**src/rtl/fcf_pkg.sv**
```systemverilog
// ---------------------------------------------------------------------------
// fcf_pkg
// Types and constants for the fingerprint module command packet framer.
// ---------------------------------------------------------------------------
package fcf_pkg;

    typedef struct packed {
        logic [3:0]  opcode;
        logic [1:0]  buffer_id;
        logic [15:0] page_id;
        logic [15:0] page_count;
    } cmd_t;

    typedef struct packed {
        logic [7:0] tx_byte;
        logic       last_byte;
    } pkt_t;

    // command codes
    localparam logic [3:0] OP_HANDSHAKE = 4'd0;
    localparam logic [3:0] OP_GENIMG    = 4'd1;
    localparam logic [3:0] OP_IMG2TZ    = 4'd2;
    localparam logic [3:0] OP_REGMODEL  = 4'd3;
    localparam logic [3:0] OP_STORE     = 4'd4;
    localparam logic [3:0] OP_SEARCH    = 4'd5;
    localparam logic [3:0] OP_EMPTY     = 4'd6;
    localparam logic [3:0] OP_DELETE    = 4'd7;
    localparam logic [3:0] OP_LOAD      = 4'd8;
    localparam logic [3:0] OP_MATCH     = 4'd9;

    // instruction bytes on the wire
    localparam logic [7:0] INS_HANDSHAKE = 8'h40;
    localparam logic [7:0] INS_GENIMG    = 8'h01;
    localparam logic [7:0] INS_IMG2TZ    = 8'h02;
    localparam logic [7:0] INS_REGMODEL  = 8'h05;
    localparam logic [7:0] INS_STORE     = 8'h06;
    localparam logic [7:0] INS_SEARCH    = 8'h04;
    localparam logic [7:0] INS_EMPTY     = 8'h0D;
    localparam logic [7:0] INS_DELETE    = 8'h0C;
    localparam logic [7:0] INS_LOAD      = 8'h07;
    localparam logic [7:0] INS_MATCH     = 8'h03;

    localparam logic [7:0] HEADER_HI   = 8'hEF;
    localparam logic [7:0] HEADER_LO   = 8'h01;
    localparam logic [7:0] PID_COMMAND = 8'h01;

    localparam logic [31:0] MODULE_ADDRESS_RESET = 32'hFFFF_FFFF;
    localparam logic        REG_MODULE_ADDRESS   = 1'b0;

    localparam int          MAX_PARAMS = 5;
    localparam logic [4:0]  PARAM_BASE = 5'd10;

endpackage

```
**src/rtl/fcf_encode.sv**
```systemverilog
// ---------------------------------------------------------------------------
// fcf_encode
// Selects one packet byte of a registered command by byte position,
// including instruction, parameter list and checksum.
// ---------------------------------------------------------------------------
module fcf_encode
(
    input  fcf_pkg::cmd_t cmd,
    input  logic [31:0]   module_address,
    input  logic [4:0]    idx,
    output fcf_pkg::pkt_t pkt
);

    logic [7:0]       instr;
    logic [2:0]       np;
    logic [4:0][7:0]  par;
    logic [7:0]       len;
    logic [15:0]      sum;
    logic [4:0]       off;
    logic [7:0]       buf_byte;

    assign buf_byte = {6'd0, cmd.buffer_id};

    always_comb
    begin
        instr = 8'h00;
        np    = 3'd0;
        par   = '0;
        unique case (cmd.opcode)
            fcf_pkg::OP_HANDSHAKE: instr = fcf_pkg::INS_HANDSHAKE;
            fcf_pkg::OP_GENIMG:    instr = fcf_pkg::INS_GENIMG;
            fcf_pkg::OP_IMG2TZ:
            begin
                instr  = fcf_pkg::INS_IMG2TZ;
                par[0] = buf_byte;
                np     = 3'd1;
            end
            fcf_pkg::OP_REGMODEL:  instr = fcf_pkg::INS_REGMODEL;
            fcf_pkg::OP_STORE:
            begin
                instr  = fcf_pkg::INS_STORE;
                par[0] = buf_byte;
                par[1] = cmd.page_id[15:8];
                par[2] = cmd.page_id[7:0];
                np     = 3'd3;
            end
            fcf_pkg::OP_SEARCH:
            begin
                instr  = fcf_pkg::INS_SEARCH;
                par[0] = buf_byte;
                par[1] = cmd.page_id[15:8];
                par[2] = cmd.page_id[7:0];
                par[3] = cmd.page_count[15:8];
                par[4] = cmd.page_count[7:0];
                np     = 3'd5;
            end
            fcf_pkg::OP_EMPTY:     instr = fcf_pkg::INS_EMPTY;
            fcf_pkg::OP_DELETE:
            begin
                instr  = fcf_pkg::INS_DELETE;
                par[0] = cmd.page_id[15:8];
                par[1] = cmd.page_id[7:0];
                par[2] = 8'h00;
                par[3] = 8'h01;
                np     = 3'd4;
            end
            fcf_pkg::OP_LOAD:
            begin
                instr  = fcf_pkg::INS_LOAD;
                par[0] = buf_byte;
                par[1] = cmd.page_id[15:8];
                par[2] = cmd.page_id[7:0];
                np     = 3'd3;
            end
            fcf_pkg::OP_MATCH:     instr = fcf_pkg::INS_MATCH;
            default:               instr = 8'h00;
        endcase
    end

    assign len = {5'd0, np} + 8'd3;
    assign sum = 16'(fcf_pkg::PID_COMMAND) + 16'(len) + 16'(instr)
               + 16'(par[0]) + 16'(par[1]) + 16'(par[2])
               + 16'(par[3]) + 16'(par[4]);
    assign off = idx - fcf_pkg::PARAM_BASE;

    always_comb
    begin
        pkt.last_byte = 1'b0;
        pkt.tx_byte   = 8'h00;
        if (idx < fcf_pkg::PARAM_BASE)
        begin
            case (idx)
                5'd0:    pkt.tx_byte = fcf_pkg::HEADER_HI;
                5'd1:    pkt.tx_byte = fcf_pkg::HEADER_LO;
                5'd2:    pkt.tx_byte = module_address[31:24];
                5'd3:    pkt.tx_byte = module_address[23:16];
                5'd4:    pkt.tx_byte = module_address[15:8];
                5'd5:    pkt.tx_byte = module_address[7:0];
                5'd6:    pkt.tx_byte = fcf_pkg::PID_COMMAND;
                5'd7:    pkt.tx_byte = 8'h00;
                5'd8:    pkt.tx_byte = len;
                default: pkt.tx_byte = instr;
            endcase
        end
        else if (off < {2'd0, np})
        begin
            pkt.tx_byte = par[off[2:0]];
        end
        else if (off == {2'd0, np})
        begin
            pkt.tx_byte = sum[15:8];
        end
        else
        begin
            pkt.tx_byte   = sum[7:0];
            pkt.last_byte = 1'b1;
        end
    end

endmodule

```
**src/rtl/fingerprint_command_framer.sv**
```systemverilog
// ---------------------------------------------------------------------------
// fingerprint_command_framer
// Turns one command transaction into a fingerprint module command packet,
// one byte per output transaction, last byte flagged.
//   The command is registered first, then each byte in the output register.
//   A packet is 12 + parameter count bytes (12 to 17), one byte per cycle
//   while the output is not stalled by pkt_ready; the next command is taken
//   on the cycle the last byte leaves, so packets follow with no gap.
//   Unused opcodes are taken and produce no bytes.
//   Reset: asynchronous, active low; module address resets to FFFFFFFF.
// ---------------------------------------------------------------------------
module fingerprint_command_framer
(
    input  logic          clk,
    input  logic          rst_n,

    input  logic          psel,
    input  logic          penable,
    input  logic          pwrite,
    input  logic [2:0]    paddr,
    input  logic [31:0]   pwdata,
    output logic [31:0]   prdata,
    output logic          pready,

    input  logic          cmd_valid,
    output logic          cmd_ready,
    input  fcf_pkg::cmd_t cmd,

    output logic          pkt_valid,
    input  logic          pkt_ready,
    output fcf_pkg::pkt_t pkt
);

    logic [31:0]   addr_reg;
    fcf_pkg::cmd_t cmd_reg;
    logic          busy_reg;
    logic          busy_next;
    logic [4:0]    idx_reg;
    logic [4:0]    idx_next;
    logic          pkt_valid_reg;
    logic          pkt_valid_next;
    fcf_pkg::pkt_t pkt_reg;
    fcf_pkg::pkt_t enc_pkt;

    logic out_free;
    logic emit;
    logic finish;
    logic accept;
    logic legal;
    logic cfg_write;

    assign pready    = 1'b1;
    assign cfg_write = psel && penable && pwrite && (paddr[2] == fcf_pkg::REG_MODULE_ADDRESS);
    assign prdata    = (paddr[2] == fcf_pkg::REG_MODULE_ADDRESS) ? addr_reg : 32'd0;

    always_ff @(posedge clk or negedge rst_n)
    begin
        if (!rst_n)
        begin
            addr_reg <= fcf_pkg::MODULE_ADDRESS_RESET;
        end
        else if (cfg_write)
        begin
            addr_reg <= pwdata;
        end
    end

    fcf_encode u_encode
    (
        .cmd            (cmd_reg),
        .module_address (addr_reg),
        .idx            (idx_reg),
        .pkt            (enc_pkt)
    );

    assign out_free  = !pkt_valid_reg || pkt_ready;
    assign emit      = busy_reg && out_free;
    assign finish    = emit && enc_pkt.last_byte;
    assign cmd_ready = !busy_reg || finish;
    assign accept    = cmd_valid && cmd_ready;
    assign legal     = (cmd.opcode <= fcf_pkg::OP_MATCH);

    always_comb
    begin
        busy_next      = busy_reg;
        idx_next       = idx_reg;
        pkt_valid_next = pkt_valid_reg;
        if (accept)
        begin
            busy_next = legal;
            idx_next  = 5'd0;
        end
        else if (finish)
        begin
            busy_next = 1'b0;
        end
        else if (emit)
        begin
            idx_next = idx_reg + 5'd1;
        end
        if (emit)
        begin
            pkt_valid_next = 1'b1;
        end
        else if (pkt_ready)
        begin
            pkt_valid_next = 1'b0;
        end
    end

    always_ff @(posedge clk or negedge rst_n)
    begin
        if (!rst_n)
        begin
            busy_reg      <= 1'b0;
            idx_reg       <= 5'd0;
            pkt_valid_reg <= 1'b0;
        end
        else
        begin
            busy_reg      <= busy_next;
            idx_reg       <= idx_next;
            pkt_valid_reg <= pkt_valid_next;
        end
    end

    always_ff @(posedge clk)
    begin
        if (accept)
        begin
            cmd_reg <= cmd;
        end
        if (emit)
        begin
            pkt_reg <= enc_pkt;
        end
    end

    assign pkt_valid = pkt_valid_reg;
    assign pkt       = pkt_reg;

endmodule
```
**config.mk**
```make
export PLATFORM = sky130hd
export DESIGN_NAME = fingerprint_command_framer
export DESIGN_NICKNAME = d
export VERILOG_FILES = /design/src/rtl/fcf_pkg.sv /design/src/rtl/fcf_encode.sv /design/src/rtl/fingerprint_command_framer.sv
export SDC_FILE = /design/constraint.sdc
export NUM_CORES = 1
export LEC_CHECK = 0
export BUFFER_PORTS_ARGS = -buffer_cell sky130_fd_sc_hd__buf_2
export CAP_MARGIN = 20
export CORE_ASPECT_RATIO = 1.75
export CORE_UTILIZATION = 61
export CTS_CLUSTER_DIAMETER = 30
export DETAILED_ROUTE_END_ITERATION = 10
export GPL_TIMING_DRIVEN = 0
export PLACE_DENSITY = 0.95
export SKIP_CTS_REPAIR_TIMING = 1
export SKIP_LAST_GASP = 1
export SLEW_MARGIN = 5
export SYNTH_ARGS = -nofsm -noshare
export SYNTH_HDL_FRONTEND = slang
export SYNTH_SLANG_ARGS = --single-unit
```
**constraint.sdc**
```tcl
create_clock -name clk -period 15.3 [get_ports clk]
set_input_delay 1.53 -clock clk [delete_from_list [all_inputs] [get_ports clk]]
set_output_delay 1.53 -clock clk [all_outputs]
set_load 0.05 [all_outputs]
```
==> impl_metrics.toml <==
[cts]
cts_buffer_depth = 2
tritoncts = "done"
path_clk_slew_ns = 0.06
clock_latency_ns = 0.35
cts_root_buf = "clkbuf_16"
cts_buffers = 9
h-tree-depth = 3
cts.sinks = 86

[logic_synthesis]
synthCells = 581
netlist_area_um2 = 6110
ys_ff_latch = 86
synth_cell_types = 69
async_flop_share = 0.453
synth_edf_count = 47
ys_seq_area_frac = 0.397
synth_top_area_frac = 0.231
synth_warnings = 0
yosysTopAreaCell = "edfxtp_1"
avgSynthCellArea_um2 = 10.5
synth_nets = 723
ys.flop_type = "edfxtp_1"
synth.area.top_cells = "edfxtp_1 23%, dfstp_2 14%, fa_1 9.5%"

[timing]
finalClockSkew_ns = 0.00895
hold_viol_final = 0
slew-limit-headroom = 0.328
finalSetupTns_ns = 0
setup_ws_ns = 8.99
report.final.slew_viol_count = 0
fmax_mhz = 159
rsz0062_at_grt = "false"
final-setup-viol-count = 0
period_needed_ns = 6.31
whs_ns = 0.618
worst_pin_slew_ns = 1.00
period_share = 0.412

[floorplanning]
core_um2 = 9790
ioPinCount = 124
die_area_um2 = 10400
die_w_um = 77.7
start_util = 0.624
die_h_um = 134
rows = 48

[global_routing]
antenna_found_initial = 0
grt_use_met3 = 0.0578
grtUsageMet1 = 0.367
grt_pass1_vias = 5423
grt-ovfl-total = 0
grt_pass1_wl_um = 28100
grtUsageMet2 = 0.667
gr-usage-all-layers = 0.364
grt_busiest_layer = "met2"
grt_max_degree = 40

[setup_path]
reg2reg_from = "cmd_reg[37]"
cp.arrival_ns = 6.39
critPathMostFrequentCell = "fa_1"
required_ns = 15.38
slowest_stage = "fa_1"
path_max_fanout = 10
reg2reg_slack_ns = 8.99
max_stage_delay_ns = 0.60
path_class = "flop to flop"
reg2reg_depth = 21
r2r-end = "pkt[2]"
cp-end-kind = "flop"
path_cells = "or2b_4 -> nor2_4 -> inv_4 -> nor2_4 -> buf_6 -> clkbuf_1 -> nand2_1 -> fa_1 -> fa_1 -> fa_1 -> inv_1 -> fa_1 -> inv_1 -> fa_1 -> nand2b_1 -> a21oi_1 -> o22ai_1 -> xnor2_1 -> mux2_2 -> nor3_1 -> a21oi_1"
critPathLaunchType = "flop"

[place]
dp.cells = 827
place_congestion = 0.977
dp_hpwl_um = 14200
place_ws_ns = 9.17
io_buffers = 120

[power]
power_density_nw_per_um2 = 175
total_leakage_power_nw = 3.16
finalPower_mw = 1.26
ir_drop_v = 0.000122

[flow_run]
maxCapViolCount = 0

[worst_hold_path]
hold_class = "flop to flop"
holdPathStages = 2
hold_end = "pkt_valid"
worstHoldStart = "pkt_valid"

[drt]
vias = 5277
drt-total-wl_um = 18100
drc_errors = 0
wl_per_cell_um = 21.5
drtPass1Iterations = 7
via_per_inst = 6.26
drt-initial-drc-count = 428
antenna_left = 0

[layout]
syn_to_final_growth_pct = 17.9
largest_reg_flops = 38
multi_input_area_um2 = 3320
final_cell_count_no_fill = 843
drive_above_1_share = 0.326
seq_area_um2 = 2430
nFillCells = 682
layout.nets = 855
diodes = 0

[outcome]
outcome = "completed"
[worst max-delay path: cells and delay by family (launching register included)]
kind	cells	cell delay [ns]
fa+ha+maj	5	2.59
simple gates	6	1.21
buf+inv	5	0.82
flops	1	0.50
compound gates	3	0.49
mux	1	0.27
xor+xnor	1	0.15
[worst max path at each step]
stage / slack [ns] / endpoint / cells past startpoint / start
global route: 8.70 / pkt[2] / 21 / cmd_reg[37]
finish: 8.99 / pkt[2] / 21 / cmd_reg[37]
CTS: 9.08 / pkt[2] / 21 / cmd_reg[37]
floorplan: 9.86 / pkt[2] / 21 / cmd_reg[37]
detailed placement: 9.17 / pkt[2] / 21 / cmd_reg[37]
global placement: 9.09 / cmd_reg[27] / 12 / idx_reg[1]
[routing by layer]
metal	wire length, µm	share of wire
met5	0	0
met4	1310	0.073
met3	1090	0.060
met2	9850	0.54
met1	5860	0.32
[logic make-up after synthesis]
logic type	after synthesis	synth area share
AND/OR/NAND/NOR	167	0.147
AO/OA/AOI/OAI	134	0.153
flip-flops	86	0.397
buffers and inverters	86	0.0606
adder cells (fa/ha/maj)	62	0.163
multiplexers	38	0.0692
XOR/XNOR	7	0.0100
other	1	0.000614
[cell usage in the layout (no fill, tap or decap), types with 5 or more instances in the layout]
master / instances
nand2_1: 46
a22o_1: 7
edfxtp_1: 47
dfstp_2: 32
a21oi_1: 28
o21a_1: 7
xnor2_1: 6
dfrtp_1: 7
clkbuf_1: 19
mux2_2: 34
nor2b_1: 36
buf_2: 126
o21ai_0: 24
and3_1: 9
nand3_1: 16
a221oi_1: 10
ha_1: 33
fa_1: 29
nand2b_1: 6
a22oi_1: 12
nor2_1: 23
o22ai_1: 5
clkbuf_16: 9
and2_1: 10
inv_1: 48
[cell usage after synthesis (5+ instances only)]
cell	count
inv_1	48
buf_2	6
a22o_1	7
and3_1	9
a22oi_1	12
xnor2_1	6
a21oi_1	29
fa_1	29
mux2_2	34
and2_1	10
o22ai_1	5
dfstp_2	32
nand3_1	16
o21ai_0	24
ha_1	33
nor2_1	23
clkbuf_1	19
nor2b_1	36
nand2b_1	6
o21a_1	7
dfrtp_1	7
edfxtp_1	47
a221oi_1	10
nand2_1	46
[report_power, final]
group	switching (mW)	total (mW)	internal, mW
combinational	0.447	0.672	0.225
clock	0.0927	0.223	0.130
sequential	0.0361	0.364	0.328
total	0.576	1.26	0.683
[through the flow]
stage / utilization / instance area, µm²
after CTS: 0.736 / 7210
after global routing: 0.736 / 7210
final: 0.736 / 7210
after detailed placement: 0.706 / 6910
after global placement: 0.702 / 6870
after floorplan: - / 6110
[cell type report]
type | instances | share of cell area
multi-input cells | 409 | 0.461
flip-flops and latches | 86 | 0.337
repair buffers | 121 | 0.0872
clock buffers | 10 | 0.0332
inverters | 53 | 0.0280
plain buffers | 33 | 0.0234
well taps | 125 | 0.0217
clock inverters | 6 | 0.00833
Note: power is estimated with default switching activity, not from simulation.
